### config.mk
export PLATFORM = sky130hd
export DESIGN_NAME = format_string_decimal_printer
export DESIGN_NICKNAME = d
export VERILOG_FILES = /design/src/hdl/fsdp_pkg.sv /design/src/hdl/fsdp_datapath.sv /design/src/hdl/fsdp_ctrl.sv /design/src/hdl/format_string_decimal_printer.sv
export SDC_FILE = /design/constraint.sdc
export NUM_CORES = 1
export LEC_CHECK = 0
export BUFFER_PORTS_ARGS = -buffer_cell sky130_fd_sc_hd__buf_2
export CORE_ASPECT_RATIO = 1.5
export CORE_MARGIN = 10
export CORE_UTILIZATION = 63
export DETAILED_ROUTE_END_ITERATION = 8
export PLACE_DENSITY_LB_ADDON = 0.3
export SYNTH_ARGS = -nofsm -noshare
export SYNTH_HDL_FRONTEND = slang
export SYNTH_HIERARCHICAL = 1
export SYNTH_SLANG_ARGS = --single-unit
### constraint.sdc
create_clock -name aclk -period 4.9 [get_ports aclk]
set_input_delay 0 -clock aclk [delete_from_list [all_inputs] [get_ports aclk]]
set_output_delay 0 -clock aclk [all_outputs]
set_load 0.01 [all_outputs]
### src/hdl/fsdp_pkg.sv
// Shared types, constants and helper functions of the decimal printer.
// No dependencies.
package fsdp_pkg;

    localparam int CHAR_W         = 8;
    localparam int ARG_IN_W       = 32;
    localparam int COUNT_W        = 16;
    localparam int DEF_ARG_WIDTH  = 32;
    localparam int DIGIT_BITS     = 4;
    localparam int BITS_PER_STEP  = 4;
    localparam int DEC_BASE       = 10;

    localparam logic [COUNT_W-1:0]    COUNT_MAX  = '1;
    localparam logic [CHAR_W-1:0]     ASCII_ZERO = 8'd48;
    localparam logic [CHAR_W-1:0]     CH_NUL     = 8'h00;
    localparam logic [CHAR_W-1:0]     CH_PERCENT = 8'h25;
    localparam logic [CHAR_W-1:0]     CH_D       = 8'h64;
    localparam logic [CHAR_W-1:0]     CH_MINUS   = 8'h2D;
    localparam logic [DIGIT_BITS-1:0] BCD_ADJ_MIN = DIGIT_BITS'(DEC_BASE / 2);
    localparam logic [DIGIT_BITS-1:0] BCD_ADJ     =
        DIGIT_BITS'(((2 ** DIGIT_BITS) - DEC_BASE) / 2);

    // What an accepted byte asks for.
    typedef enum logic [1:0] {
        ACT_NONE,
        ACT_ECHO,
        ACT_PERCENT,
        ACT_DECIMAL
    } act_t;

    // Source of an emitted character.
    typedef enum logic [1:0] {
        SEL_CHAR,
        SEL_PERCENT,
        SEL_MINUS,
        SEL_DIGIT
    } sel_t;

    typedef struct packed {
        logic load;
        logic conv_step;
        logic find;
        logic emit;
        sel_t emit_sel;
        logic emit_last;
        logic dig_dec;
    } cmd_t;

    typedef struct packed {
        act_t action;
        logic neg;
        logic conv_last;
        logic dig_last;
        logic out_free;
    } sts_t;

    // Decimal digits needed for a w-bit unsigned value (log10(2) ~ 0.30103).
    function automatic int num_digits(input int w);
        return (w * 30103) / 100000 + 1;
    endfunction

    // Double-dabble correction of one BCD digit.
    function automatic logic [DIGIT_BITS-1:0] bcd_adjust(input logic [DIGIT_BITS-1:0] d);
        return (d >= BCD_ADJ_MIN) ? DIGIT_BITS'(d + BCD_ADJ) : d;
    endfunction

endpackage

### src/hdl/fsdp_datapath.sv
// Datapath of the decimal printer: format state, binary-to-BCD converter,
// digit index and the output word register. Depends on fsdp_pkg.
module fsdp_datapath #(
    parameter int ARG_WIDTH = fsdp_pkg::DEF_ARG_WIDTH
) (
    input  logic                                aclk,
    input  logic                                aresetn,
    input  logic [fsdp_pkg::CHAR_W-1:0]         s_format_char,
    input  logic signed [fsdp_pkg::ARG_IN_W-1:0] s_argument_value,
    input  logic                                s_format_start,
    input  logic                                m_ready,
    output logic                                m_valid,
    output logic [fsdp_pkg::CHAR_W-1:0]         m_out_char,
    output logic                                m_last_in_run,
    output logic [fsdp_pkg::COUNT_W-1:0]        m_chars_emitted,
    input  fsdp_pkg::cmd_t                      cmd,
    output fsdp_pkg::sts_t                      sts
);
    import fsdp_pkg::*;

    localparam int STEPS = (ARG_WIDTH + BITS_PER_STEP - 1) / BITS_PER_STEP;
    localparam int PAD_W = STEPS * BITS_PER_STEP;
    localparam int NDIG  = num_digits(ARG_WIDTH);
    localparam int BCD_W = NDIG * DIGIT_BITS;
    localparam int IDX_W = $clog2(NDIG);
    localparam int CNT_W = $clog2(STEPS);

    logic                              pending_reg;
    logic [COUNT_W-1:0]                char_total_reg;
    logic [CHAR_W-1:0]                 char_reg;
    logic                              neg_reg;
    logic [PAD_W-1:0]                  bin_reg;
    logic [NDIG-1:0][DIGIT_BITS-1:0]   bcd_reg;
    logic [CNT_W-1:0]                  conv_cnt_reg;
    logic [IDX_W-1:0]                  dig_idx_reg;
    logic                              m_valid_reg;
    logic [CHAR_W-1:0]                 out_char_reg;
    logic                              last_reg;
    logic [COUNT_W-1:0]                count_reg;

    logic [ARG_WIDTH-1:0]              arg_ext;
    logic [ARG_WIDTH-1:0]              mag;
    logic                              arg_neg;
    logic                              pend_eff;
    logic                              pending_next;
    act_t                              action;
    logic [NDIG-1:0][DIGIT_BITS-1:0]   bcd_next;
    logic [PAD_W-1:0]                  bin_next;
    logic [IDX_W-1:0]                  top_idx;
    logic [CHAR_W-1:0]                 emit_char;
    logic [COUNT_W-1:0]                char_total_next;

    // Low ARG_WIDTH bits, or the whole word zero-extended when wider.
    generate
        if (ARG_WIDTH <= ARG_IN_W) begin : g_narrow
            assign arg_ext = s_argument_value[ARG_WIDTH-1:0];
        end else begin : g_wide
            assign arg_ext = {{(ARG_WIDTH - ARG_IN_W){1'b0}}, s_argument_value};
        end
    endgenerate

    // Unsigned magnitude, so the most negative value converts correctly.
    assign arg_neg = arg_ext[ARG_WIDTH-1];
    assign mag     = arg_neg ? ARG_WIDTH'(~arg_ext + 1'b1) : arg_ext;

    // Classify the byte on the input port.
    assign pend_eff = pending_reg && !s_format_start;

    always_comb begin
        action       = ACT_NONE;
        pending_next = 1'b0;
        if (s_format_char == CH_NUL) begin
            action = ACT_NONE;
        end else if (pend_eff) begin
            if (s_format_char == CH_PERCENT) begin
                action = ACT_PERCENT;
            end else if (s_format_char == CH_D) begin
                action = ACT_DECIMAL;
            end
        end else if (s_format_char == CH_PERCENT) begin
            pending_next = 1'b1;
        end else begin
            action = ACT_ECHO;
        end
    end

    // BITS_PER_STEP double-dabble iterations per cycle.
    always_comb begin
        bcd_next = bcd_reg;
        bin_next = bin_reg;
        for (int s = 0; s < BITS_PER_STEP; s++) begin
            for (int d = 0; d < NDIG; d++) begin
                bcd_next[d] = bcd_adjust(bcd_next[d]);
            end
            bcd_next = BCD_W'({bcd_next, bin_next[PAD_W-1]});
            bin_next = {bin_next[PAD_W-2:0], 1'b0};
        end
    end

    // Most significant non-zero digit; zero gives index 0.
    always_comb begin
        top_idx = '0;
        for (int i = 0; i < NDIG; i++) begin
            if (bcd_reg[i] != '0) begin
                top_idx = IDX_W'(i);
            end
        end
    end

    always_comb begin
        case (cmd.emit_sel)
            SEL_CHAR:    emit_char = char_reg;
            SEL_PERCENT: emit_char = CH_PERCENT;
            SEL_MINUS:   emit_char = CH_MINUS;
            SEL_DIGIT:   emit_char = ASCII_ZERO + CHAR_W'(bcd_reg[dig_idx_reg]);
            default:     emit_char = char_reg;
        endcase
    end

    assign char_total_next = (char_total_reg == COUNT_MAX) ? COUNT_MAX
                                                           : char_total_reg + 1'b1;

    // Control state.
    always_ff @(posedge aclk) begin
        if (!aresetn) begin
            pending_reg    <= 1'b0;
            char_total_reg <= '0;
            m_valid_reg    <= 1'b0;
        end else begin
            if (cmd.load) begin
                pending_reg <= pending_next;
                if (s_format_start) begin
                    char_total_reg <= '0;
                end
            end else if (cmd.emit) begin
                char_total_reg <= char_total_next;
            end
            if (cmd.emit) begin
                m_valid_reg <= 1'b1;
            end else if (m_ready) begin
                m_valid_reg <= 1'b0;
            end
        end
    end

    // Payload.
    always_ff @(posedge aclk) begin
        if (cmd.load) begin
            char_reg     <= s_format_char;
            neg_reg      <= arg_neg;
            bin_reg      <= PAD_W'(mag);
            bcd_reg      <= '0;
            conv_cnt_reg <= '0;
        end else if (cmd.conv_step) begin
            bin_reg      <= bin_next;
            bcd_reg      <= bcd_next;
            conv_cnt_reg <= conv_cnt_reg + 1'b1;
        end
        if (cmd.find) begin
            dig_idx_reg <= top_idx;
        end else if (cmd.dig_dec) begin
            dig_idx_reg <= dig_idx_reg - 1'b1;
        end
        if (cmd.emit) begin
            out_char_reg <= emit_char;
            last_reg     <= cmd.emit_last;
            count_reg    <= char_total_next;
        end
    end

    assign sts.action    = action;
    assign sts.neg       = neg_reg;
    assign sts.conv_last = (conv_cnt_reg == CNT_W'(STEPS - 1));
    assign sts.dig_last  = (dig_idx_reg == '0);
    assign sts.out_free  = !m_valid_reg || m_ready;

    assign m_valid         = m_valid_reg;
    assign m_out_char      = out_char_reg;
    assign m_last_in_run   = last_reg;
    assign m_chars_emitted = count_reg;

endmodule

### src/hdl/fsdp_ctrl.sv
// Controller of the decimal printer: sequences accept, conversion and
// character emission. Depends on fsdp_pkg.
module fsdp_ctrl (
    input  logic           aclk,
    input  logic           aresetn,
    input  logic           s_valid,
    output logic           s_ready,
    output fsdp_pkg::cmd_t cmd,
    input  fsdp_pkg::sts_t sts
);
    import fsdp_pkg::*;

    typedef enum logic [2:0] {
        ST_IDLE,
        ST_ECHO,
        ST_PCT,
        ST_CONV,
        ST_FIND,
        ST_SIGN,
        ST_DIGIT
    } state_t;

    state_t state_reg;
    state_t state_next;
    logic   s_ready_reg;
    logic   s_ready_next;

    always_comb begin
        state_next    = state_reg;
        cmd.load      = 1'b0;
        cmd.conv_step = 1'b0;
        cmd.find      = 1'b0;
        cmd.emit      = 1'b0;
        cmd.emit_sel  = SEL_CHAR;
        cmd.emit_last = 1'b0;
        cmd.dig_dec   = 1'b0;
        case (state_reg)
            ST_IDLE: begin
                if (s_valid && s_ready_reg) begin
                    cmd.load = 1'b1;
                    case (sts.action)
                        ACT_ECHO:    state_next = ST_ECHO;
                        ACT_PERCENT: state_next = ST_PCT;
                        ACT_DECIMAL: state_next = ST_CONV;
                        default:     state_next = ST_IDLE;
                    endcase
                end
            end
            ST_ECHO: begin
                if (sts.out_free) begin
                    cmd.emit      = 1'b1;
                    cmd.emit_sel  = SEL_CHAR;
                    cmd.emit_last = 1'b1;
                    state_next    = ST_IDLE;
                end
            end
            ST_PCT: begin
                if (sts.out_free) begin
                    cmd.emit      = 1'b1;
                    cmd.emit_sel  = SEL_PERCENT;
                    cmd.emit_last = 1'b1;
                    state_next    = ST_IDLE;
                end
            end
            ST_CONV: begin
                cmd.conv_step = 1'b1;
                if (sts.conv_last) begin
                    state_next = ST_FIND;
                end
            end
            ST_FIND: begin
                cmd.find   = 1'b1;
                state_next = sts.neg ? ST_SIGN : ST_DIGIT;
            end
            ST_SIGN: begin
                if (sts.out_free) begin
                    cmd.emit     = 1'b1;
                    cmd.emit_sel = SEL_MINUS;
                    state_next   = ST_DIGIT;
                end
            end
            ST_DIGIT: begin
                if (sts.out_free) begin
                    cmd.emit      = 1'b1;
                    cmd.emit_sel  = SEL_DIGIT;
                    cmd.emit_last = sts.dig_last;
                    cmd.dig_dec   = 1'b1;
                    if (sts.dig_last) begin
                        state_next = ST_IDLE;
                    end
                end
            end
            default: begin
                state_next = ST_IDLE;
            end
        endcase
    end

    assign s_ready_next = (state_next == ST_IDLE);

    always_ff @(posedge aclk) begin
        if (!aresetn) begin
            state_reg   <= ST_IDLE;
            s_ready_reg <= 1'b0;
        end else begin
            state_reg   <= state_next;
            s_ready_reg <= s_ready_next;
        end
    end

    assign s_ready = s_ready_reg;

endmodule

### src/hdl/format_string_decimal_printer.sv
// Top level of the format-string decimal printer: controller plus datapath.
// Depends on fsdp_pkg, fsdp_ctrl and fsdp_datapath.
//
//   Channel | Direction | Word contents
//   s_      | in        | format_char, argument_value, format_start
//   m_      | out       | out_char, last_in_run, chars_emitted
//
// Steps: a plain byte or "%%" is accepted, then emitted; '%', NUL or an unknown
// conversion is only accepted. "%d" is accepted, runs STEPS = ceil(ARG_WIDTH/4)
// converter passes, finds the top digit, emits an optional sign, then the digits.
// Reset is synchronous, active low; s_ready rises the cycle after release.
// A stalled m_ready holds the output word and freezes emission; the next input
// word is taken once the item's last character sits in the output register.
module format_string_decimal_printer #(
    parameter int ARG_WIDTH = fsdp_pkg::DEF_ARG_WIDTH
) (
    input  logic                                 aclk,
    input  logic                                 aresetn,
    // input channel
    input  logic                                 s_valid,
    output logic                                 s_ready,
    input  logic [fsdp_pkg::CHAR_W-1:0]          s_format_char,
    input  logic signed [fsdp_pkg::ARG_IN_W-1:0] s_argument_value,
    input  logic                                 s_format_start,
    // result channel
    output logic                                 m_valid,
    input  logic                                 m_ready,
    output logic [fsdp_pkg::CHAR_W-1:0]          m_out_char,
    output logic                                 m_last_in_run,
    output logic [fsdp_pkg::COUNT_W-1:0]         m_chars_emitted
);
    import fsdp_pkg::*;

    // command and status between controller and datapath
    cmd_t cmd;
    sts_t sts;

    // State machine: accept, convert, then one character per free output slot.
    fsdp_ctrl u_ctrl (
        .aclk    (aclk),
        .aresetn (aresetn),
        .s_valid (s_valid),
        .s_ready (s_ready),
        .cmd     (cmd),
        .sts     (sts)
    );

    // Pending-percent flag, character total, converter and output register.
    fsdp_datapath #(
        .ARG_WIDTH (ARG_WIDTH)
    ) u_datapath (
        .aclk             (aclk),
        .aresetn          (aresetn),
        .s_format_char    (s_format_char),
        .s_argument_value (s_argument_value),
        .s_format_start   (s_format_start),
        .m_ready          (m_ready),
        .m_valid          (m_valid),
        .m_out_char       (m_out_char),
        .m_last_in_run    (m_last_in_run),
        .m_chars_emitted  (m_chars_emitted),
        .cmd              (cmd),
        .sts              (sts)
    );

endmodule

==> impl_results.md, run 1 <==
- CP required: 5220 ps
- CP Capture Type: register
- CTS H-Tree Depth: 4
- Setup Skew: 8.50 ps
- Placeable Area: 17500 um^2
- Final setup violation count: 0
- Fmax: 246 MHz
- I/O pin cnt: 72
- Leakage power: 4.80 nW
- # DRC: 0
- Clock period minus worst slack: 4070 ps
- Clk slew on worst S/H paths: 70 ps
- Share of the synthesized area in the top cell type: 18.6%
- RSZ-0062 raised after global routing: no
- Highest ir drop seen on vdd: 0.224 mV
- Mapped cell area: 11300 um^2
- WL/cell: 17.6 um
- TritonRoute pass-1 iters: 7
- Final Max Tran Viols: 0
- Final net count: 1507
- Placed wire-length estimate: 20.9 mm
- Layout cells sized above 1: 13.5%
- Max-cap violations: 0
- First-pass GRT wire length: 47.3 mm
- Cells on worst reg2reg path: 20
- Critical path destination: u_datapath/bcd_reg[38]
- CTS tree: yes
- Initial core utilization: 64.4%
- Ant. Diodes: 0
- Post-synth EDFFs: 70
- R2R setup slack: 830 ps
- Number of global-route vias before repair: 10200
- Largest net degree at the start of global routing: 86
- Total Wirelength: 28.9 mm
- Synth warn: 6
- Syn Inst Count: 1356
- Die height: 184 um
- IO Port Bufs: 71
- Critical Path AT: 4390 ps
- Crit path launch type: register
- Rows: 59
- Type of the tightest min-delay check: input pin to register
- Synth Flop Type: edfxtp_1
- Ranking of synthesized cells by area: edfxtp_1, dfxtp_1, ha_1
- CTS root buf: clkbuf_16
- Worst setup path class: register to register
- Worst-Skew Late Latency: 430 ps
- Max_slew headroom: 37.1%
- Post-synth top area cell: edfxtp_1
- Period utilization: 83.1%
- Setup crit start: u_datapath/bcd_reg[32]
- Post-synthesis sequential area ratio: 30.2%
- Final hold viol count: 0
- Post-Route Utilization: 71.6%
- Placed instance area: 11700 um^2
- Post-DRT Antenna Nets: 0
- Initial antenna violation count: 0
- Vias: 10700
- Syn_nets: 1446
- Crit path max fanout: 7
- CTS Buf Count: 17
- Max reg flops: 40
- Ys async rst share: 0%
- Hold Slack: 15.9 ps
- HP Start: s_argument_value[10]
- Synth cell types: 102
- Die area: 23800 um^2
- Chip Width: 129 um
- Total global routing overflow: 0
- Power per cell area: 218 nW/um^2
- Status: completed
- Total GRT Usage: 24.0%
- Via/cell ratio: 6.49
- Clock Tree Buf Depth: 2
- GPL Wtd Cong: 0.927
- Syn Area/Cell: 8.31 um^2
- Worst r2r dst: u_datapath/bcd_reg[38]
- Worst r2r src: u_datapath/bcd_reg[32]
- Tot Pwr: 2.73 mW
- Post-Route Setup TNS: 0 ps
- Worst Tran Pin Value: 943 ps
- DRT iter0 DRCs: 763
- Sink Count: 135
- Finished Cell Area: 12500 um^2
- Area grow syn2layout: 11.2%
- #FFs+latches synth: 135
==> metrics by stage <==
stage               cells  worst slack, ps
finish               1643              828
global route         1643              464
CTS                  1643              892
detailed placement   1592              941
global placement     1592             1120
floorplan            1356             1070
==> cells in the final DEF (no fill, tap or decap), types with 20 or more instances in the layout <==
| master | n |
|---|---|
| nand3_1 | 46 |
| xnor2_1 | 20 |
| a21oi_1 | 85 |
| inv_1 | 71 |
| and2_1 | 21 |
| a211oi_1 | 29 |
| nand2_1 | 122 |
| nor2b_1 | 27 |
| mux2i_1 | 28 |
| xor2_1 | 35 |
| buf_2 | 71 |
| o21ai_0 | 66 |
| nand2b_1 | 24 |
| dfxtp_1 | 65 |
| nor2_1 | 107 |
| ha_1 | 45 |
| or3_1 | 20 |
| nor3_1 | 26 |
| o21ai_1 | 22 |
| edfxtp_1 | 70 |
==> per-layer routing <==
layer  track usage, %  routed length (um)
met5                0                   0
met4             7.35                 549
met3             4.07                1540
met2             45.1               15400
met1             26.4               11300
==> Yosys cell counts, types with 29 or more instances <==
cell	count
clkbuf_1	39
dfxtp_1	65
xor2_1	35
nand2_1	122
a211oi_1	29
edfxtp_1	70
inv_1	71
o21ai_0	66
nand3_1	46
nor2_1	108
ha_1	45
a21oi_1	85
==> worst min path at each step <==
| stage | end | slack, ps | depth (start not counted) |
|---|---|---|---|
| detailed placement | u_datapath/char_reg[5] | 220 | 1 |
| global route | u_datapath/bin_reg[10] | 30 | 3 |
| global placement | u_datapath/char_reg[5] | 230 | 1 |
| CTS | u_datapath/bin_reg[17] | 1 | 3 |
| finish | u_datapath/bin_reg[10] | 20 | 3 |
| floorplan | u_datapath/char_reg[0] | 100 | 0 |
==> cell families (layout without fill, tap and decap cells) <==
| kind of cell | count (synthesis) | count (layout) | synth area share (%) |
|---|---|---|---|
| XOR/XNOR | 56 | 56 | 4.42 |
| flip-flops | 135 | 135 | 30.2 |
| AO/OA/AOI/OAI | 451 | 451 | 28.5 |
| buffers and inverters | 135 | 209 | 4.74 |
| adder cells (fa/ha/maj) | 45 | 45 | 4.99 |
| multiplexers | 51 | 51 | 5.72 |
| AND/OR/NAND/NOR | 483 | 483 | 21.5 |
==> power breakdown <==
group	internal, mW	switching, mW
Sequential	1.22	0.0158
Clock	0.775	0.538
Combinational	0.0712	0.115
Total	2.07	0.668
==> critical path, stage by stage (launching register included) <==
cell and delay [ps]:
dfxtp_1 450, inv_1 110, ha_1 260, nor2b_1 180, nor3_1 240, a21oi_1 150, inv_1 110, ha_1 180
inv_1 50, a21o_1 170, a31oi_1 280, inv_1 110, ha_1 200, nor2_1 120, nor2_1 50, o31ai_1 310
ha_1 200, nor2_1 50, o311ai_1 390, a221oi_1 150, a21o_1 200
==> timing repair <==
action,in CTS,in global routing
endpoints found under the hold margin,29,0
resized for setup,0,0
hold buffers,19,0
setup buffers,0,0
==> final cells by class <==
cell class / instances / area, um^2
Sequential cell: 135 / 3400
Clock inverter: 13 / 133
Inverter: 77 / 289
Multi-Input combinational cell: 1086 / 7340
Tap cell: 213 / 267
Clock buffer: 19 / 475
Timing Repair Buffer: 100 / 621
Fill cell: 1370 / 4960
Power figures use the tool's default switching activity.
==> run 2, diff against run 1 <==
--- a/config.mk
+++ b/config.mk
@@ -5,10 +5,11 @@
 export SDC_FILE = /design/constraint.sdc
 export NUM_CORES = 1
 export LEC_CHECK = 0
+export ABC_AREA = 1
 export BUFFER_PORTS_ARGS = -buffer_cell sky130_fd_sc_hd__buf_2
 export CORE_ASPECT_RATIO = 1.5
 export CORE_MARGIN = 10
-export CORE_UTILIZATION = 63
+export CORE_UTILIZATION = 62
 export DETAILED_ROUTE_END_ITERATION = 8
 export PLACE_DENSITY_LB_ADDON = 0.3
 export SYNTH_ARGS = -nofsm -noshare
==> constraint.sdc (replaced) <==
create_clock -name aclk -period 4.3 [get_ports aclk]
set_input_delay 0 -clock aclk [delete_from_list [all_inputs] [get_ports aclk]]
set_output_delay 0 -clock aclk [all_outputs]
set_load 0.01 [all_outputs]
==> run 2 against run 1 <==
Against the previous run: non-clock buffer count increased by 7; first-iteration DRC count decreased by 22%; utilization decreased by 0.28 points; via count decreased by 4.1%; count of clock-buffer cells in the layout decreased by 2; final area decreased by 5.0%; clock skew increased by 2.0 ps; sequential power increased by 13%; sequential share of layout area increased by 1.4 points; worst setup slack improved by 170 ps; hold slack got worse by 8.0 ps; routed wire length decreased by 10%; largest power group unchanged.
==> impl_results.md, run 2 <==
- Status: completed
- Rows: 58 (-1.7%)
- Ant. Diodes: 0 (unchanged)
- Placeable Area: 16700 um^2 (-4.6%)
- Critical path destination: u_datapath/bcd_reg[38]
- Post-Route Setup TNS: 0 ps (unchanged)
- Fill count: 1347 (-1.7%)
- Commonest non-fill, non-tap cell in the layout: nand2_1
- Most frequent cells in the layout: nand2_1, inv_1, nand3_1
- Total global routing overflow: 0 (unchanged)
- I/O pin cnt: 72 (unchanged)
- Worst Tran Pin Value: 692 ps (-251 ps)
- DRT iter0 DRCs: 594 (-22%)
- Setup Skew: 10.5 ps (+2.03 ps)
- R2R setup slack: 1000 ps (+170 ps)
- Post-synth top area cell: edfxtp_1
- Combinational Power Share: 7.0% (+0.2 points)
- Clock period minus worst slack: 3300 ps (-768 ps)
- Register share of total power: 45.6% (+0.4 points)
- Critical Path AT: 3630 ps (-760 ps)
- Type of the tightest min-delay check: input pin to register
- Max_slew headroom: 53.8% (+17 points)
- Crit path max fanout: 4 (-3)
- Highest ir drop seen on vdd: 0.256 mV (+14%)
- List of most frequent post-synthesis cells: nand2_1, inv_1, nand3_1, nor2_1, o21ai_0
- Post-synth EDFFs: 70 (unchanged)
- Period utilization: 76.8% (-6.3 points)
- Initial antenna violation count: 0 (unchanged)
- Worst r2r src: u_datapath/bcd_reg[36]
- IO Port Bufs: 71 (unchanged)
- WL/cell: 14.1 um (-20%)
- Sequential cell area: 3400 um^2 (unchanged)
- Placed wire-length estimate: 19.1 mm (-8.9%)
- Initial core utilization: 62.8% (-1.7 points)
- CTS Buf Count: 17 (unchanged)
- CP Capture Type: register
- Post-cts resize count: 0 (unchanged)
- Mapped cell area: 10500 um^2 (-7.0%)
- #FFs+latches synth: 135 (unchanged)
- Cell Int Power: 2.26 mW (+9.4%)
- Stages on the worst setup path: 27 (+35%)
- Max reg flops: 40 (unchanged)
- GPL Wtd Cong: 0.924 (-0.32%)
- Total GRT Usage: 22.9% (-1.0 points)
- Worst path bufs/invs: 4 (unchanged)
- TritonRoute pass-1 iters: 5 (-2)
- Crit-path most repeated cell: nand2_1
- Vias: 10200 (-4.1%)
- Synth warn: 6 (unchanged)
- Switching part of the total: 26.5% (+2.1 points)
- RSZ-0062 raised after global routing: no
- Critical path's largest stage delay: 440 ps (about the same)
- Power per cell area: 258 nW/um^2 (+18%)
- Layout cells sized above 1: 15.5% (+2.0 points)
- Clock power frac: 47.4% (-0.6 points)
- Ranking of synthesized cells by area: edfxtp_1, nand2_1, dfxtp_1
- Setup crit start: u_datapath/bcd_reg[36]
- Syn Area/Cell: 6.88 um^2 (-17%)
- Final net count: 1709 (+13%)
- # DRC: 0 (unchanged)
- Synth Flop Type: edfxtp_1
- Chip Width: 126 um (-2.4%)
- Clk slew on worst S/H paths: 70 ps (about the same)
- Number of global-route vias before repair: 10000 (-1.7%)
- CP required: 4620 ps (-600 ps)
- Crit path launch type: register
- First-pass GRT wire length: 44.2 mm (-6.6%)
- Total Wirelength: 26.0 mm (-10%)
- Final Max Tran Viols: 0 (unchanged)
- Worst-Skew Late Latency: 430 ps (about the same)
- Share of the synthesized area in the top cell type: 20.1% (+1.4 points)
- Area grow syn2layout: 13.6%
- Psw: 816 uW (+22%)
- Multi-input logic area: 6100 um^2 (-17%)
- Via/cell ratio: 5.55 (-14%)
- Die area: 22600 um^2 (-4.8%)
- Final setup violation count: 0 (unchanged)
- Largest delay contributor family on the critical path: simple AND/OR/NAND/NOR gates
- Hold Slack: 7.86 ps (-8.05 ps)
- Leakage power: 6.33 nW (+32%)
- Sink Count: 135 (unchanged)
- Post-DRT Antenna Nets: 0 (unchanged)
- Post-synthesis sequential area ratio: 32.5% (+2.3 points)
- Crit-path slowest cell: dfxtp_1
- CTS tree: yes
- CTS root buf: clkbuf_16
- Largest net degree at the start of global routing: 51 (-41%)
- Synth cell types: 48 (-53%)
- Cell with the most instances after synthesis: nand2_1
- Worst r2r dst: u_datapath/bcd_reg[38]
- CTS H-Tree Depth: 4 (unchanged)
- Clock Tree Buf Depth: 2 (unchanged)
- Syn Inst Count: 1524 (+12%)
- Die height: 179 um (-2.5%)
- Ys async rst share: 0% (unchanged)
- Fmax: 303 MHz (+23%)
- Worst setup path class: register to register
- Cells on worst reg2reg path: 27 (+35%)
- Syn_nets: 1614 (+12%)
- Max-cap violations: 0 (unchanged)
- Final hold viol count: 0 (unchanged)
- Tot Pwr: 3.08 mW (+12%)
==> run 2: changes by cell type after synthesis, moves of 27 or more <==
cell and delta:
nand2_1 +297, inv_1 +134, nand3_1 +114, nand2_2 +55, a211oi_1 -29, mux2i_1 -27, nor2b_1 -27
==> run 2: stage by stage <==
step,instance area [um^2],cells,utilization [%],setup WS [ps]
finish,11900,1842,71.3,997
global route,11900,1842,71.3,583
CTS,11900,1842,71.3,1020
detailed placement,11000,1784,66.2,1050
global placement,11000,1784,66.2,1280
floorplan,10500,1524,-,1290
==> run 2: area by class of cell <==
cell class	count	area share [%]
multi-input cells	1132	51.2
clock buffers	17	3.57
repair buffers	107	5.80
well taps	210	2.21
flip-flops and latches	135	28.6
clock inverters	15	1.51
inverters	226	7.12
==> run 2: worst min-delay path by stage <==
stage	from	endpoint	slack, ps	cells after the start
floorplan	aresetn	u_ctrl/state_reg[2]	100	2
global placement	s_format_char[6]	u_datapath/char_reg[6]	210	1
detailed placement	s_format_char[6]	u_datapath/char_reg[6]	200	1
CTS	s_argument_value[24]	u_datapath/bin_reg[24]	2	3
global route	s_argument_value[24]	u_datapath/bin_reg[24]	20	3
finish	s_argument_value[24]	u_datapath/bin_reg[24]	8	3
==> run 2: kinds of logic after synthesis <==
family | Yosys count | synth area share, %
AOI/OAI and AO/OA | 218 | 12.0
xor gates and xnor gates | 40 | 3.49
adders and majority gates | 45 | 5.37
buffers and inverters | 257 | 9.35
DFF | 135 | 32.5
muxes | 1 | 0.0955
and+or+nand+nor | 828 | 37.2
==> run 2: repair_timing <==
item	in CTS	in global routing
setup endpoints to repair	0	0
hold buffers	26	0
buffers inserted	0	0
endpoints found under the hold margin	29	0
==> run 2: metal layers <==
metal | up-vias | GRT usage, % | wire length (um)
li1 | 5189 | - | -
met1 | 4659 | 24.2 | 10000
met2 | 302 | 43.3 | 13700
met3 | 76 | 3.67 | 1230
met4 | 0 | 10.8 | 1010
met5 | - | 0 | 0
==> run 2: power by group through the flow <==
| stage | combinational [mW] | sequential (mW) | clock, mW |
|---|---|---|---|
| floorplan | 0.113 | 1.43 | 0 |
| global placement | 0.187 | 1.43 | 0 |
| detailed placement | 0.192 | 1.43 | 0 |
| CTS | 0.212 | 1.40 | 1.47 |
| global route | 0.239 | 1.40 | 1.53 |
| finish | 0.216 | 1.40 | 1.46 |
==> run 2: worst min-delay path, stage by stage <==
cell and delay (ps):
buf_2 120, xor2_1 80, o21ai_0 130
==> run 3, diff against run 2 <==
==> constraint.sdc (replaced) <==
create_clock -name aclk -period 3.45 [get_ports aclk]
set_input_delay 0 -clock aclk [delete_from_list [all_inputs] [get_ports aclk]]
set_output_delay 0 -clock aclk [all_outputs]
set_load 0.01 [all_outputs]
==> run 3 against run 2 <==
Against the previous run: sequential share of layout area shrank 0.19 points; largest cell class unchanged; critical endpoint unchanged; final cell count grew 0.33%; via count grew 1.2%; non-clock buffer count grew 6; power grew 27%.
==> impl_results.md, run 3 (synthesis gave the netlist of run 2 again) <==
- Worst r2r dst: u_datapath/bcd_reg[38]
- Max_slew headroom: 52.2% (-1.6 points)
- Sequential cell area: 3410 um^2 (+0.29%)
- Pre-CTS setup slack: 246 ps (-805 ps)
- # DRC: 0 (unchanged)
- Setup crit start: u_datapath/bcd_reg[37]
- Multi-input logic area: 6130 um^2 (+0.45%)
- Final hold viol count: 0 (unchanged)
- Clock Tree Buf Depth: 2 (unchanged)
- Number of global-route vias before repair: 10100 (+0.95%)
- Critical Path AT: 3430 ps (-200 ps)
- Final net count: 1715 (+0.35%)
- Most frequent cells in the layout: nand2_1, inv_1, nand3_1
- Die height: 179 um (unchanged)
- CP required: 3760 ps (-860 ps)
- Crit path launch type: register
- Max reg flops: 40 (unchanged)
- DP Cell Count: 1785 (+0.056%)
- Post-DRT Antenna Nets: 0 (unchanged)
- Vias: 10300 (+1.2%)
- Post-Route Setup TNS: 0 ps (unchanged)
- Final non-filler cell total: 1848 (+0.33%)
- TritonRoute pass-1 iters: 8 (+3)
- Setup Skew: 11.4 ps (+0.841 ps)
- Worst setup path class: register to register
- DRT iter0 DRCs: 748 (+26%)
- Fmax: 321 MHz (+6.1%)
- CP Capture Type: register
- R2R setup slack: 340 ps (-660 ps)
- Chip Width: 126 um (unchanged)
- Finished Cell Area: 12000 um^2 (+0.98%)
- Tot Pwr: 3.91 mW (+27%)
- First-pass GRT wire length: 44.1 mm (-0.19%)
- Sink Count: 135 (unchanged)
- Final Max Tran Viols: 0 (unchanged)
- Placeable Area: 16700 um^2 (unchanged)
- Rows: 58 (unchanged)
- Hold depth: 3 (unchanged)
- RSZ-0062 raised after global routing: yes
- Placed wire-length estimate: 19.1 mm (+0.23%)
- Clk slew on worst S/H paths: 70 ps (about the same)
- Met1 Usage GRT: 23.6% (-0.59 points)
- Die area: 22600 um^2 (unchanged)
- CTS Buf Count: 17 (unchanged)
- Layout cells sized above 1: 16.5% (+0.98 points)
- Worst-Skew Late Latency: 420 ps (about the same)
- IO Port Bufs: 71 (unchanged)
- Commonest non-fill, non-tap cell in the layout: nand2_1
- Worst r2r src: u_datapath/bcd_reg[37]
- Initial core utilization: 62.8% (unchanged)
- Hold Slack: 15.4 ps (+7.58 ps)
- Setup ws final: 336 ps (-660 ps)
- Placed instance area: 11100 um^2 (+0.18%)
- Final setup violation count: 0 (unchanged)
- Largest net degree at the start of global routing: 57 (+12%)
- Total Wirelength: 26.6 mm (+2.3%)
- Fill count: 1306 (-3.0%)
- CTS root buf: clkbuf_16
- Ant. Diodes: 0 (unchanged)
- Met2 Usage GRT: 43.5% (+0.15 points)
- Worst Tran Pin Value: 717 ps (+24.5 ps)
- CTS H-Tree Depth: 4 (unchanged)
- I/O pin cnt: 72 (unchanged)
- Max-cap violations: 0 (unchanged)
- CTS tree: yes
- Period utilization: 90.3% (+13 points)
- Clock period minus worst slack: 3110 ps (-190 ps)
- Post-Route Utilization: 72.0% (+0.70 points)
- Total global routing overflow: 0 (unchanged)
- Cells on worst reg2reg path: 27 (unchanged)
- Initial antenna violation count: 0 (unchanged)
- Leakage power: 6.39 nW (+0.81%)
- Met3 usage: 4.05% (+0.38 points)
- Critical path destination: u_datapath/bcd_reg[38]
- Crit path max fanout: 4 (unchanged)
- Via/cell ratio: 5.60 (+0.85%)
- Type of the tightest min-delay check: input pin to register
- Total GRT Usage: 23.0% (+0.024 points)
- Power per cell area: 325 nW/um^2 (+26%)
- Highest ir drop seen on vdd: 0.317 mV (+24%)
- GPL Wtd Cong: 0.945 (+2.3%)
- WL/cell: 14.4 um (+2.0%)
- GRT busiest layer: met2
- Area grow syn2layout: 14.8%
- Status: completed
[run 3: cell types whose count changed in the layout (fill, tap and decap cells not counted), sizes merged]
cell and change:
buf +3, inv +1, dlygate4sd3 +3, clkinvlp -1, clkbuf +1, clkinv -2
bufinv +1
[run 3: final cells by class]
| class | count | share of cell area (%) |
|---|---|---|
| tap | 210 | 2.18 |
| clock inverter | 14 | 1.40 |
| multi-input combinational | 1132 | 50.9 |
| inverter | 226 | 7.05 |
| clock buffer | 18 | 3.75 |
| timing repair buffer | 113 | 6.28 |
| sequential | 135 | 28.4 |
[run 3: routing by layer]
metal	wire [um]	share of wire [%]	vias to the layer above
met2	14200	53	344
met1	10000	38	4739
met4	833	3.1	0
met3	1570	5.9	59
li1	-	-	5205
met5	0	0	-
[run 3: worst min-delay path by stage]
stage                         startpoint                     end
floorplan                        aresetn     u_ctrl/state_reg[2]
global placement        s_format_char[6]  u_datapath/char_reg[6]
detailed placement      s_format_char[4]  u_datapath/char_reg[4]
CTS                 s_argument_value[25]  u_datapath/bin_reg[25]
global route        s_argument_value[25]  u_datapath/bin_reg[25]
finish              s_argument_value[25]  u_datapath/bin_reg[25]
[run 3: worst max-delay path, stage by stage (launching register included)]
cell and delay [ps]:
dfxtp_2 350, inv_1 70, ha_1 170, nand3b_1 160, nand2_2 110, xor2_2 210
ha_1 190, inv_1 40, nand3_1 70, nand2_1 80, nand2_2 100, nand2_2 60
nand2_1 80, inv_1 60, ha_1 170, inv_1 50, nand4_1 100, nand2_2 90
nand2_1 70, nand2_1 70, nand2_1 80, ha_2 210, nand2_1 80, nand3_2 90
nand2_1 80, nand2_1 50, nand3_1 60, nand2_1 50
[run 3: repair_timing]
action / in CTS / in global routing
hold endpoints to repair: 32 / 0
setup endpoints to repair: 0 / 5
hold buffers: 29 / 0
gates resized for setup: 0 / 16
buffers inserted: 0 / 2
[run 3: power breakdown]
part | switching, mW | internal (mW) | total [mW]
combinational | 0.173 | 0.106 | 0.279
clock | 0.801 | 1.08 | 1.88
sequential | 0.0143 | 1.73 | 1.75
